$ cat src/hdl/light_blink_sequence_player_macros.svh
// assertion macros shared by the blink sequence player files
`ifndef LIGHT_BLINK_SEQUENCE_PLAYER_MACROS_SVH
`define LIGHT_BLINK_SEQUENCE_PLAYER_MACROS_SVH

`ifndef SYNTHESIS
// plain property, checked outside reset
`define LBSP_ASSERT(lbl, clk, rstn, prop, msg) \
  lbl: assert property (@(posedge clk) disable iff (!rstn) (prop)) else $error(msg);
// overlapping implication, checked outside reset
`define LBSP_ASSERT_IMPL(lbl, clk, rstn, pre, post, msg) \
  lbl: assert property (@(posedge clk) disable iff (!rstn) (pre) |-> (post)) else $error(msg);
// next-cycle implication, checked outside reset
`define LBSP_ASSERT_NEXT(lbl, clk, rstn, pre, post, msg) \
  lbl: assert property (@(posedge clk) disable iff (!rstn) (pre) |=> (post)) else $error(msg);
`else
`define LBSP_ASSERT(lbl, clk, rstn, prop, msg)
`define LBSP_ASSERT_IMPL(lbl, clk, rstn, pre, post, msg)
`define LBSP_ASSERT_NEXT(lbl, clk, rstn, pre, post, msg)
`endif

`endif

$ cat src/hdl/lbsp_pkg.sv
// types, codes and constants of the blink sequence player
`default_nettype none

package lbsp_pkg;

  localparam int MAX_STEPS_DEF  = 16;
  localparam int TIMER_BITS_DEF = 16;

  localparam logic [7:0] FULL_LEVEL = 8'hFF;

  localparam int CFG_IDX_W = 3;
  localparam int CFG_DW    = 8;

  typedef enum logic [1:0] {
    OP_TICK  = 2'd0,
    OP_WRITE = 2'd1,
    OP_START = 2'd2,
    OP_STOP  = 2'd3
  } op_e;

  typedef enum logic [1:0] {
    ST_OK     = 2'd0,
    ST_REJECT = 2'd1,
    ST_DONE   = 2'd2
  } status_e;

  typedef enum logic [CFG_IDX_W-1:0] {
    CFG_STEPS_IN_USE = 3'd0,
    CFG_LOOP         = 3'd1,
    CFG_RESTORE      = 3'd2,
    CFG_BASE_RED     = 3'd3,
    CFG_BASE_GREEN   = 3'd4,
    CFG_BASE_BLUE    = 3'd5
  } cfg_idx_e;

  typedef struct packed {
    logic [7:0] red;
    logic [7:0] green;
    logic [7:0] blue;
  } rgb_t;

  localparam rgb_t BASE_RESET = '{red: 8'hFF, green: 8'hFF, blue: 8'hFF};

  typedef struct packed {
    logic [4:0] steps_in_use;
    logic       loop_enable;
    logic       restore_enable;
    rgb_t       base;
  } cfg_t;

  typedef struct packed {
    logic [1:0]  operation;
    logic [3:0]  step_slot;
    logic [7:0]  flash_count;
    logic [15:0] flash_ticks;
    logic [15:0] pause_ticks;
    logic [7:0]  flash_level;
    logic [7:0]  flash_red;
    logic [7:0]  flash_green;
    logic [7:0]  flash_blue;
  } in_item_t;

  typedef struct packed {
    logic [7:0] level;
    logic [7:0] red;
    logic [7:0] green;
    logic [7:0] blue;
    logic       playing;
    logic [3:0] current_step;
    logic [1:0] status;
  } out_item_t;

  // one table entry: timing and look
  typedef struct packed {
    logic [7:0]  count;
    logic [15:0] flash_ticks;
    logic [15:0] pause_ticks;
    logic [7:0]  level;
    rgb_t        color;
  } step_t;

  typedef struct packed {
    logic       en;
    logic [3:0] slot;
    step_t      data;
  } step_wr_t;

endpackage

`default_nettype wire

$ cat src/hdl/lbsp_if.sv
// request channel interfaces of the blink sequence player
`default_nettype none

interface lbsp_in_if import lbsp_pkg::*; ();
  logic     valid;
  logic     ready;
  in_item_t data;

  modport source (output valid, output data, input ready);
  modport sink   (input valid, input data, output ready);
endinterface

interface lbsp_out_if import lbsp_pkg::*; ();
  logic      valid;
  logic      ready;
  out_item_t data;

  modport source (output valid, output data, input ready);
  modport sink   (input valid, input data, output ready);
endinterface

`default_nettype wire

$ cat src/hdl/lbsp_step_table.sv
// step table: register file with per-slot loaded bits
`default_nettype none

module lbsp_step_table import lbsp_pkg::*; #(
  parameter int  MAX_STEPS = MAX_STEPS_DEF,
  localparam int IDX_W     = (MAX_STEPS > 1) ? $clog2(MAX_STEPS) : 1
) (
  input  wire logic                 clk_i,
  input  wire logic                 rst_ni,
  input  wire step_wr_t             wr_i,
  input  wire logic [IDX_W-1:0]     rd_idx_i,
  input  wire logic [4:0]           steps_in_use_i,
  output step_t                     rd_o,
  output logic                      all_loaded_o
);

  localparam int SW    = (IDX_W + 1 > 5) ? IDX_W + 1 : 5;

  step_t                entries_q [MAX_STEPS];
  logic [MAX_STEPS-1:0] loaded_q, loaded_d;
  logic [IDX_W+3:0]     slot_ext;
  logic [IDX_W-1:0]     wr_idx;
  logic [MAX_STEPS-1:0] slot_ok;

  assign slot_ext = {{IDX_W{1'b0}}, wr_i.slot};
  assign wr_idx   = slot_ext[IDX_W-1:0];

  always_comb begin
    loaded_d = loaded_q;
    if (wr_i.en) begin
      loaded_d[wr_idx] = 1'b1;
    end
  end

  always_ff @(posedge clk_i or negedge rst_ni) begin
    if (!rst_ni) begin
      loaded_q <= '0;
    end else begin
      loaded_q <= loaded_d;
    end
  end

  always_ff @(posedge clk_i) begin
    if (wr_i.en) begin
      entries_q[wr_idx] <= wr_i.data;
    end
  end

  // an unloaded slot reads as all zero
  assign rd_o = loaded_q[rd_idx_i] ? entries_q[rd_idx_i] : '0;

  always_comb begin
    for (int i = 0; i < MAX_STEPS; i++) begin
      slot_ok[i] = loaded_q[i] || (SW'(i) >= SW'(steps_in_use_i));
    end
  end

  assign all_loaded_o = &slot_ok;

endmodule

`default_nettype wire

$ cat src/hdl/lbsp_player.sv
// sequence player: phase state, timers and output colour
`default_nettype none
`include "light_blink_sequence_player_macros.svh"

module lbsp_player import lbsp_pkg::*; #(
  parameter int  MAX_STEPS  = MAX_STEPS_DEF,
  parameter int  TIMER_BITS = TIMER_BITS_DEF,
  localparam int IDX_W      = (MAX_STEPS > 1) ? $clog2(MAX_STEPS) : 1
) (
  input  wire logic             clk_i,
  input  wire logic             rst_ni,
  input  wire logic             fire_i,
  input  wire in_item_t         item_i,
  input  wire cfg_t             cfg_i,
  input  wire step_t            rd_i,
  input  wire logic             all_loaded_i,
  output logic [IDX_W-1:0]      rd_idx_o,
  output step_wr_t              wr_o,
  output out_item_t             res_o
);

  localparam int SW    = (IDX_W + 1 > 5) ? IDX_W + 1 : 5;
  localparam int CW    = (TIMER_BITS > 16) ? TIMER_BITS : 16;

  logic                  running_q, running_d;
  logic                  in_flash_q, in_flash_d;
  logic [IDX_W-1:0]      step_idx_q, step_idx_d;
  logic [7:0]            flashes_q, flashes_d;
  logic [TIMER_BITS-1:0] timer_q, timer_d;
  logic [7:0]            out_level_q, out_level_d;
  rgb_t                  out_color_q, out_color_d;
  logic [7:0]            saved_level_q, saved_level_d;
  rgb_t                  saved_color_q, saved_color_d;

  logic [TIMER_BITS-1:0] timer_inc;
  logic                  flash_hit, pause_hit;
  logic [IDX_W:0]        next_idx;
  logic                  last_step;
  logic                  slot_ok, write_ok, start_ok;
  logic [IDX_W+3:0]      idx_ext;
  status_e               status;
  op_e                   op;

  assign op = op_e'(item_i.operation);

  // the timer saturates, so a length beyond its range ends at the top value
  assign timer_inc = (&timer_q) ? timer_q : timer_q + TIMER_BITS'(1);
  assign flash_hit = (CW'(timer_inc) >= CW'(rd_i.flash_ticks)) || (&timer_inc);
  assign pause_hit = (CW'(timer_inc) >= CW'(rd_i.pause_ticks)) || (&timer_inc);

  assign next_idx  = {1'b0, step_idx_q} + {{IDX_W{1'b0}}, 1'b1};
  assign last_step = (SW'(next_idx) >= SW'(cfg_i.steps_in_use)) ||
                     (SW'(next_idx) >= SW'(MAX_STEPS));

  assign slot_ok  = SW'(item_i.step_slot) < SW'(MAX_STEPS);
  assign write_ok = slot_ok && (item_i.flash_count != 8'd0) && (item_i.flash_ticks != 16'd0);
  assign start_ok = (cfg_i.steps_in_use != 5'd0) &&
                    !(SW'(cfg_i.steps_in_use) > SW'(MAX_STEPS)) && all_loaded_i;

  // start shows step 0 at once
  assign rd_idx_o = (op == OP_START) ? '0 : step_idx_q;

  always_comb begin
    wr_o.en               = 1'b0;
    wr_o.slot             = item_i.step_slot;
    wr_o.data.count       = item_i.flash_count;
    wr_o.data.flash_ticks = item_i.flash_ticks;
    wr_o.data.pause_ticks = item_i.pause_ticks;
    wr_o.data.level       = item_i.flash_level;
    wr_o.data.color.red   = item_i.flash_red;
    wr_o.data.color.green = item_i.flash_green;
    wr_o.data.color.blue  = item_i.flash_blue;

    running_d     = running_q;
    in_flash_d    = in_flash_q;
    step_idx_d    = step_idx_q;
    flashes_d     = flashes_q;
    timer_d       = timer_q;
    out_level_d   = out_level_q;
    out_color_d   = out_color_q;
    saved_level_d = saved_level_q;
    saved_color_d = saved_color_q;
    status        = ST_OK;

    if (fire_i) begin
      case (op)
        OP_TICK: begin
          if (running_q) begin
            timer_d = timer_inc;
            if (in_flash_q) begin
              out_level_d = rd_i.level;
              out_color_d = rd_i.color;
              if (flash_hit) begin
                in_flash_d = 1'b0;
                timer_d    = '0;
                if (flashes_q != 8'hFF) begin
                  flashes_d = flashes_q + 8'd1;
                end
              end
            end else begin
              out_level_d = FULL_LEVEL;
              out_color_d = cfg_i.base;
              if (pause_hit) begin
                in_flash_d = 1'b1;
                timer_d    = '0;
                if (flashes_q >= rd_i.count) begin
                  flashes_d = '0;
                  if (!last_step) begin
                    step_idx_d = next_idx[IDX_W-1:0];
                  end else if (cfg_i.loop_enable) begin
                    step_idx_d = '0;
                  end else begin
                    running_d   = 1'b0;
                    in_flash_d  = 1'b0;
                    step_idx_d  = '0;
                    timer_d     = '0;
                    out_level_d = cfg_i.restore_enable ? saved_level_q : FULL_LEVEL;
                    out_color_d = cfg_i.restore_enable ? saved_color_q : cfg_i.base;
                    status      = ST_DONE;
                  end
                end
              end
            end
          end
        end
        OP_WRITE: begin
          if (write_ok) begin
            wr_o.en = 1'b1;
          end else begin
            status = ST_REJECT;
          end
        end
        OP_START: begin
          if (start_ok) begin
            saved_level_d = out_level_q;
            saved_color_d = out_color_q;
            running_d     = 1'b1;
            in_flash_d    = 1'b1;
            step_idx_d    = '0;
            flashes_d     = '0;
            timer_d       = '0;
            out_level_d   = rd_i.level;
            out_color_d   = rd_i.color;
          end else begin
            status = ST_REJECT;
          end
        end
        OP_STOP: begin
          if (running_q) begin
            running_d   = 1'b0;
            in_flash_d  = 1'b0;
            step_idx_d  = '0;
            flashes_d   = '0;
            timer_d     = '0;
            out_level_d = cfg_i.restore_enable ? saved_level_q : FULL_LEVEL;
            out_color_d = cfg_i.restore_enable ? saved_color_q : cfg_i.base;
          end
        end
        default: begin
        end
      endcase
    end
  end

  assign idx_ext = {4'b0000, step_idx_d};

  always_comb begin
    res_o.level        = out_level_d;
    res_o.red          = out_color_d.red;
    res_o.green        = out_color_d.green;
    res_o.blue         = out_color_d.blue;
    res_o.playing      = running_d;
    res_o.current_step = running_d ? idx_ext[3:0] : 4'd0;
    res_o.status       = status;
  end

  always_ff @(posedge clk_i or negedge rst_ni) begin
    if (!rst_ni) begin
      running_q     <= 1'b0;
      in_flash_q    <= 1'b0;
      step_idx_q    <= '0;
      flashes_q     <= '0;
      timer_q       <= '0;
      out_level_q   <= FULL_LEVEL;
      out_color_q   <= BASE_RESET;
      saved_level_q <= FULL_LEVEL;
      saved_color_q <= BASE_RESET;
    end else begin
      running_q     <= running_d;
      in_flash_q    <= in_flash_d;
      step_idx_q    <= step_idx_d;
      flashes_q     <= flashes_d;
      timer_q       <= timer_d;
      out_level_q   <= out_level_d;
      out_color_q   <= out_color_d;
      saved_level_q <= saved_level_d;
      saved_color_q <= saved_color_d;
    end
  end

  `LBSP_ASSERT_IMPL(a_idle_clear, clk_i, rst_ni, !running_q, !in_flash_q && step_idx_q == '0 && flashes_q == 8'd0 && timer_q == '0, "idle player holds leftover sequence state")
  `LBSP_ASSERT_NEXT(a_start_runs, clk_i, rst_ni, fire_i && op == OP_START && start_ok, running_q && in_flash_q && step_idx_q == '0, "accepted start did not enter step 0 flash")

endmodule

`default_nettype wire

$ cat src/hdl/light_blink_sequence_player.sv
// top level of the blink sequence player: channels, configuration and pipeline registers
//
// usage
// - requests arrive on in_i (valid/ready); a request is taken at a clock edge with
//   valid and ready both high. each request gives exactly one result on out_o
// - operations: tick advances the running sequence by one tick, write step loads a
//   table slot, start plays from step 0, stop ends the sequence
// - configuration is a plain write port (cfg_we_i, cfg_idx_i, cfg_data_i); the user
//   writes it only while no request is in flight, which the block does not enforce;
//   unknown indexes are ignored
// - a request is held in the input register, processed in a single pass by the
//   player and lands in the result register when it advances
// - throughput: one request per cycle while the receiver does not stall; the player
//   updates phase timer, flash counter and one step table read in a single pass
// - when the receiver stalls, the result register holds and the input register
//   takes one more request; in_i.ready drops only with both registers full
// - reset clears the step table loaded bits, stops the player and shows full level
//   with the reset base colour; configuration returns to its reset values
`default_nettype none
`include "light_blink_sequence_player_macros.svh"

module light_blink_sequence_player import lbsp_pkg::*; #(
  parameter int MAX_STEPS  = MAX_STEPS_DEF,
  parameter int TIMER_BITS = TIMER_BITS_DEF
) (
  input  wire logic                 clk_i,
  input  wire logic                 rst_ni,
  lbsp_in_if.sink                   in_i,
  lbsp_out_if.source                out_o,
  input  wire logic                 cfg_we_i,
  input  wire logic [CFG_IDX_W-1:0] cfg_idx_i,
  input  wire logic [CFG_DW-1:0]    cfg_data_i
);

  localparam int IDX_W = (MAX_STEPS > 1) ? $clog2(MAX_STEPS) : 1;

  // configuration registers
  cfg_t cfg_q, cfg_d;

  // pipeline registers
  logic      in_vld_q, in_vld_d;
  in_item_t  in_q, in_d;
  logic      out_vld_q, out_vld_d;
  out_item_t out_q, out_d;

  logic             in_ready;
  logic             advance;
  step_t            rd;
  step_wr_t         wr;
  logic [IDX_W-1:0] rd_idx;
  logic             all_loaded;
  out_item_t        res;

  always_comb begin
    cfg_d = cfg_q;
    if (cfg_we_i) begin
      case (cfg_idx_e'(cfg_idx_i))
        CFG_STEPS_IN_USE: cfg_d.steps_in_use   = cfg_data_i[4:0];
        CFG_LOOP:         cfg_d.loop_enable    = cfg_data_i[0];
        CFG_RESTORE:      cfg_d.restore_enable = cfg_data_i[0];
        CFG_BASE_RED:     cfg_d.base.red       = cfg_data_i;
        CFG_BASE_GREEN:   cfg_d.base.green     = cfg_data_i;
        CFG_BASE_BLUE:    cfg_d.base.blue      = cfg_data_i;
        default: begin
        end
      endcase
    end
  end

  always_ff @(posedge clk_i or negedge rst_ni) begin
    if (!rst_ni) begin
      cfg_q.steps_in_use   <= 5'd1;
      cfg_q.loop_enable    <= 1'b0;
      cfg_q.restore_enable <= 1'b1;
      cfg_q.base           <= BASE_RESET;
    end else begin
      cfg_q <= cfg_d;
    end
  end

  // the held request moves on when the result register is empty or being drained
  assign advance  = in_vld_q && (!out_vld_q || out_o.ready);
  assign in_ready = !in_vld_q || advance;

  assign in_i.ready  = in_ready;
  assign out_o.valid = out_vld_q;
  assign out_o.data  = out_q;

  always_comb begin
    in_vld_d = in_vld_q;
    in_d     = in_q;
    if (in_i.valid && in_ready) begin
      in_vld_d = 1'b1;
      in_d     = in_i.data;
    end else if (advance) begin
      in_vld_d = 1'b0;
    end
  end

  always_comb begin
    out_vld_d = out_vld_q;
    out_d     = out_q;
    if (advance) begin
      out_vld_d = 1'b1;
      out_d     = res;
    end else if (out_o.ready) begin
      out_vld_d = 1'b0;
    end
  end

  always_ff @(posedge clk_i or negedge rst_ni) begin
    if (!rst_ni) begin
      in_vld_q  <= 1'b0;
      out_vld_q <= 1'b0;
    end else begin
      in_vld_q  <= in_vld_d;
      out_vld_q <= out_vld_d;
    end
  end

  // payload registers need no reset
  always_ff @(posedge clk_i) begin
    in_q  <= in_d;
    out_q <= out_d;
  end

  lbsp_step_table #(
    .MAX_STEPS (MAX_STEPS)
  ) u_table (
    .clk_i          (clk_i),
    .rst_ni         (rst_ni),
    .wr_i           (wr),
    .rd_idx_i       (rd_idx),
    .steps_in_use_i (cfg_q.steps_in_use),
    .rd_o           (rd),
    .all_loaded_o   (all_loaded)
  );

  lbsp_player #(
    .MAX_STEPS  (MAX_STEPS),
    .TIMER_BITS (TIMER_BITS)
  ) u_player (
    .clk_i        (clk_i),
    .rst_ni       (rst_ni),
    .fire_i       (advance),
    .item_i       (in_q),
    .cfg_i        (cfg_q),
    .rd_i         (rd),
    .all_loaded_i (all_loaded),
    .rd_idx_o     (rd_idx),
    .wr_o         (wr),
    .res_o        (res)
  );

  // a stalled result keeps the next request parked in the input register
  `LBSP_ASSERT_NEXT(a_stall_holds_input, clk_i, rst_ni, in_vld_q && out_vld_q && !out_o.ready, in_vld_q, "input request dropped while result stalled")
  // a finished sequence is never reported as still playing
  `LBSP_ASSERT_IMPL(a_done_stopped, clk_i, rst_ni, out_vld_q && out_q.status == ST_DONE, !out_q.playing, "finished sequence still marked playing")
  // idle results always report step 0
  `LBSP_ASSERT_IMPL(a_idle_step_zero, clk_i, rst_ni, out_vld_q && !out_q.playing, out_q.current_step == 4'd0, "idle result with nonzero step")

endmodule

`default_nettype wire
$ cat src/flat_wrapper.sv
// flat-port wrapper written by rule: the top's interface ports become plain ports
module light_blink_sequence_player_flat import lbsp_pkg::*;
#(
  parameter int MAX_STEPS  = MAX_STEPS_DEF,
  parameter int TIMER_BITS = TIMER_BITS_DEF
)
  (clk_i, rst_ni, cfg_we_i, cfg_idx_i, cfg_data_i, in_i_valid, in_i_data, in_i_ready, out_o_valid, out_o_data, out_o_ready);
  lbsp_in_if in_i_i ();
  lbsp_out_if out_o_i ();
  input  wire logic clk_i;
  input  wire logic rst_ni;
  input  wire logic cfg_we_i;
  input  wire logic [CFG_IDX_W-1:0] cfg_idx_i;
  input  wire logic [CFG_DW-1:0] cfg_data_i;
  input wire logic [$bits(in_i_i.valid)-1:0] in_i_valid;
  input wire logic [$bits(in_i_i.data)-1:0] in_i_data;
  output wire logic [$bits(in_i_i.ready)-1:0] in_i_ready;
  output wire logic [$bits(out_o_i.valid)-1:0] out_o_valid;
  output wire logic [$bits(out_o_i.data)-1:0] out_o_data;
  input wire logic [$bits(out_o_i.ready)-1:0] out_o_ready;
  assign in_i_i.valid = in_i_valid;
  assign in_i_i.data = in_i_data;
  assign in_i_ready = in_i_i.ready;
  assign out_o_valid = out_o_i.valid;
  assign out_o_data = out_o_i.data;
  assign out_o_i.ready = out_o_ready;
  light_blink_sequence_player #(.MAX_STEPS(MAX_STEPS), .TIMER_BITS(TIMER_BITS)) u_core (.clk_i(clk_i), .rst_ni(rst_ni), .in_i(in_i_i), .out_o(out_o_i), .cfg_we_i(cfg_we_i), .cfg_idx_i(cfg_idx_i), .cfg_data_i(cfg_data_i));
endmodule
$ cat config.mk
export PLATFORM = sky130hd
export DESIGN_NAME = light_blink_sequence_player_flat
export DESIGN_NICKNAME = d
export VERILOG_FILES = /design/src/hdl/lbsp_pkg.sv /design/src/hdl/lbsp_if.sv /design/src/hdl/lbsp_step_table.sv /design/src/hdl/lbsp_player.sv /design/src/hdl/light_blink_sequence_player.sv /design/src/flat_wrapper.sv
export VERILOG_INCLUDE_DIRS = /design/src /design/src/hdl
export SDC_FILE = /design/constraint.sdc
export NUM_CORES = 2
export LEC_CHECK = 0
export BUFFER_PORTS_ARGS = -buffer_cell sky130_fd_sc_hd__clkbuf_2
export CAP_MARGIN = 20
export CELL_PAD_IN_SITES_DETAIL_PLACEMENT = 1
export CELL_PAD_IN_SITES_GLOBAL_PLACEMENT = 1
export CORE_ASPECT_RATIO = 1.2
export CORE_UTILIZATION = 57
export CTS_CLUSTER_DIAMETER = 150
export DETAILED_ROUTE_END_ITERATION = 7
export MAX_ROUTING_LAYER = met4
export PLACE_DENSITY_LB_ADDON = 0.3
export SYNTH_ARGS = -nofsm -noshare
export SYNTH_HDL_FRONTEND = slang
export SYNTH_SLANG_ARGS = --single-unit
export TNS_END_PERCENT = 100
$ cat constraint.sdc
create_clock -name clk_i -period 16.3 [get_ports clk_i]
set_clock_uncertainty 0.2 [all_clocks]
set_input_delay 0.815 -clock clk_i [delete_from_list [all_inputs] [get_ports clk_i]]
set_output_delay 0.815 -clock clk_i [all_outputs]
set_load 0.01 [all_outputs]
==> results.md <==
- H-tree depth: 4
- WP buf/inv: 3
- Post-synth EDFFs: 1269
- Layout cell share with drive strength beyond 1: 18.8%
- Mapped cell area: just under 60000 sq um
- Vias in the first global route: 38177
- CTS root buf: clkbuf_16
- CTS Buffer Depth: 3
- HP Class: in2reg
- Highest-delay cell along the critical path: o311ai_0
- Vias per cell: 6.90
- Pwr per Cell Area: 119 nW/um^2
- Core area: 100000 sq um
- Post-DP HPWL: 95200 microns
- I/O pin total: 135
- Crit path capture type: register
- Static Leak: around 22 nW
- GPL Wtd Cong: roughly 0.9
- Syn Area/Cell: 15.6 sq um
- Yosys reg bits: 1412
- Initial antenna violation count: 5
- CTS tree: yes
- Endpoints failing setup: 0
- Fillers: 8854
- Top cells by area, synth: edfxtp_1 (66%), mux4_2 (4.5%), dfstp_2 (4.1%)
- Max-slew headroom: between 10% and 20%
- Post-synth top area share: about two thirds
- Status: finished clean
- Worst Path Required: ~17 ns
- Vias post-DR: 36126
- Sequential area share after synthesis: roughly 72%
- Die span in y: 350 microns
- WP depth: 16
- Clk Latency, worst-skew pair: 0.77 ns
- Chip width: 292 microns
- Critical Path Start Type: register
- VDD IR max: 0.105 mV
- Final Hold Viols: 0
- Port Buffers: around 130
- Max incr delay on CP: 0.89 ns
- First-pass iteration count of the detailed router: 6
- Worst-Margin Slew: approximately 1.2 ns
- Number of routed nets with antenna violations: 0
- Final period util: 45.9%
- Synth Warn #: 0
- First-pass GRT wire length: 252000 microns
- Routed wire length: around 170000 microns
- CP Data Arrival Time: 7.95 ns
- Critical path class: reg2reg
- Max-slew violation count: 0
- CP top delay family: compound AO/OA/AOI/OAI gates
- Site Rows: 127
- Mapped Nets: 3843
- Largest net degree at the start of global routing: 186
- Setup TNS: 0 ns
- Syn Inst Count: 3701
- Pwr Total: 7.68 mW
- CP max FO: 185
- Crit path from: u_core.in_q[76]$_DFFE_PP_
- Die ar.: 102000 sq um
- Min-delay src: in_i_data[51]
- Drc violations: 0
- Crit path time final: between 7 and 8 ns
- Crit path cell chain: nand2b_1, buf_4, nand2_4, buf_4, buf_12, a311oi_1, o311ai_0, ha_1, a21oi_1, o21ai_0, a2111o_1, nor2_1, a2bb2oi_1, a21oi_1, o21ai_0, nand3_1
- Reg2Reg Launch Point: u_core.in_q[76]$_DFFE_PP_
- Final Net Count: between 3000 and 4000
- Initial DRC count: around 4000
- Synth area leader: edfxtp_1
- GRT Total Usage: 34.7%
- Unrepaired setup endpoints after global routing: false
- Hold Path Cell Cnt: 1
- Initial core utilization: 57.6%
- Total gr overflow: 0
- Max Cap Viol: 0
- Path depth of the worst reg2reg path: 16
- Worst-path clk slew: 0.06 ns
- F_max: 134 MHz
- Area Overhead vs Synth: 11.8%
- Unique masters post-synth: 85
- CTS Buf Count: 140
- Clock sinks: ~1400
- Post-Route Utilization: 64.4%
- Synth async-reset ratio: 10.1%
- Avg WL per Cell: 32.8 microns
- Most used DFF post-synth: edfxtp_1
[where the power goes]
part | internal (mW) | switching (mW)
sequential | 4.04 | 0.109
clock | 1.79 | 1.40
combinational | 0.119 | 0.227
[path summary, 6_finish.rpt]
kind                                                                  to  slack (ns)
max                             u_core.u_player.flashes_q[7]$_DFFE_PN0P_        8.81
max reg2reg                     u_core.u_player.flashes_q[7]$_DFFE_PN0P_        8.81
max in group asynchronous  u_core.u_player.saved_color_q[21]$_DFFE_PN1P_       14.35
min in group asynchronous            u_core.u_player.running_q$_DFF_PN0_        0.43
min                                            u_core.in_q[51]$_DFFE_PP_        0.03
min reg2reg                               u_core.out_o.valid$_DFFE_PN0P_        0.30
[timing repair]
item / 4_1_cts / 5_1_grt
setup buffers: 0 / 0
hold buffers: 13 / 0
endpoints found under the hold margin: 16 / 0
gates resized for setup: 0 / 0
[Yosys cell counts, drive strengths merged (45+ instances only)]
cell type and number:
edfxtp 1269, dfstp 90, a21oi 76, mux2 60, buf 61, nand3 103
a211oi 141, mux4 116, clkbuf 184, o21ai 74, dfrtp 53, and3 45
nand2 533, nor2b 130, a311oi 125, nor2 83, mux2i 117, ha 48
[layer usage]
layer	global-route usage [%]	wire [microns]	vias to the layer above
li1	-	-	14828
met1	42.8	64900	18786
met2	57.1	86100	2027
met3	5.37	12900	485
met4	16.0	7670	0
met5	-	0	-
[area by class of cell]
| cell class | instances | area (sq um) | area share, % |
|---|---|---|---|
| Clock buffer | 182 | 3790 | 5.88 |
| Sequential cell | 1412 | 41800 | 64.8 |
| Timing Repair Buffer | 230 | 1500 | 2.33 |
| Inverter | 28 | 105 | 0.163 |
| Multi-Input combinational cell | 2016 | 15000 | 23.2 |
| Clock inverter | 74 | 681 | 1.06 |
| Tap cell | 1290 | 1610 | 2.50 |
| Antenna cell | 4 | 10.0 | 0.0155 |
[logic make-up after synthesis]
| family | count (synthesis) | synth area share, % |
|---|---|---|
| fa+ha+maj | 48 | 1.04 |
| xor+xnor | 11 | 0.167 |
| compound gates | 660 | 8.66 |
| simple gates | 1004 | 8.09 |
| buf+inv | 273 | 1.85 |
| flops | 1412 | 72.5 |
| mux | 293 | 7.73 |
[through the flow]
stage / instances / instance area, sq um / worst slack (ns) / hold WS, ns
floorplan: 3701 / 57700 / 8.13 / 0.237
global placement: 4960 / 59800 / 9.31 / 0.277
detailed placement: 4962 / 59900 / 9.24 / 0.287
CTS: 5231 / 64500 / 8.96 / 0.000158
global route: 5235 / 64500 / 8.61 / 0.0180
finish: 5236 / 64500 / 8.81 / 0.0338
[registers in the layout, summed over array words and instances (netlist names), 4 cells and up]
signal                         flops
u_core.in_q                       78
u_core.u_player.out_color_q       24
u_core.u_table.loaded_q           16
u_core.cfg_q                      31
u_core.u_player.saved_level_q      8
u_core.u_player.flashes_q          8
u_core.u_table.entries_q        1152
u_core.u_player.saved_color_q     24
u_core.u_player.step_idx_q         4
u_core.out_o.data                 39
u_core.u_player.out_level_q        8
u_core.u_player.timer_q           16
[cell usage in the layout (no fill, tap or decap), types with 44 or more instances in the layout]
cell type / n
buf_4: 76
a211oi_1: 141
o21ai_0: 73
nand2_1: 529
ha_1: 48
mux4_2: 116
dfstp_2: 90
clkbuf_2: 133
and3_1: 44
dfrtp_1: 52
mux2i_1: 117
edfxtp_1: 1269
nor2_1: 68
nor2b_1: 130
nand3_1: 102
mux2_2: 60
a311oi_1: 125
clkbuf_16: 143
a21oi_1: 76
Power figures use the tool's default switching activity.
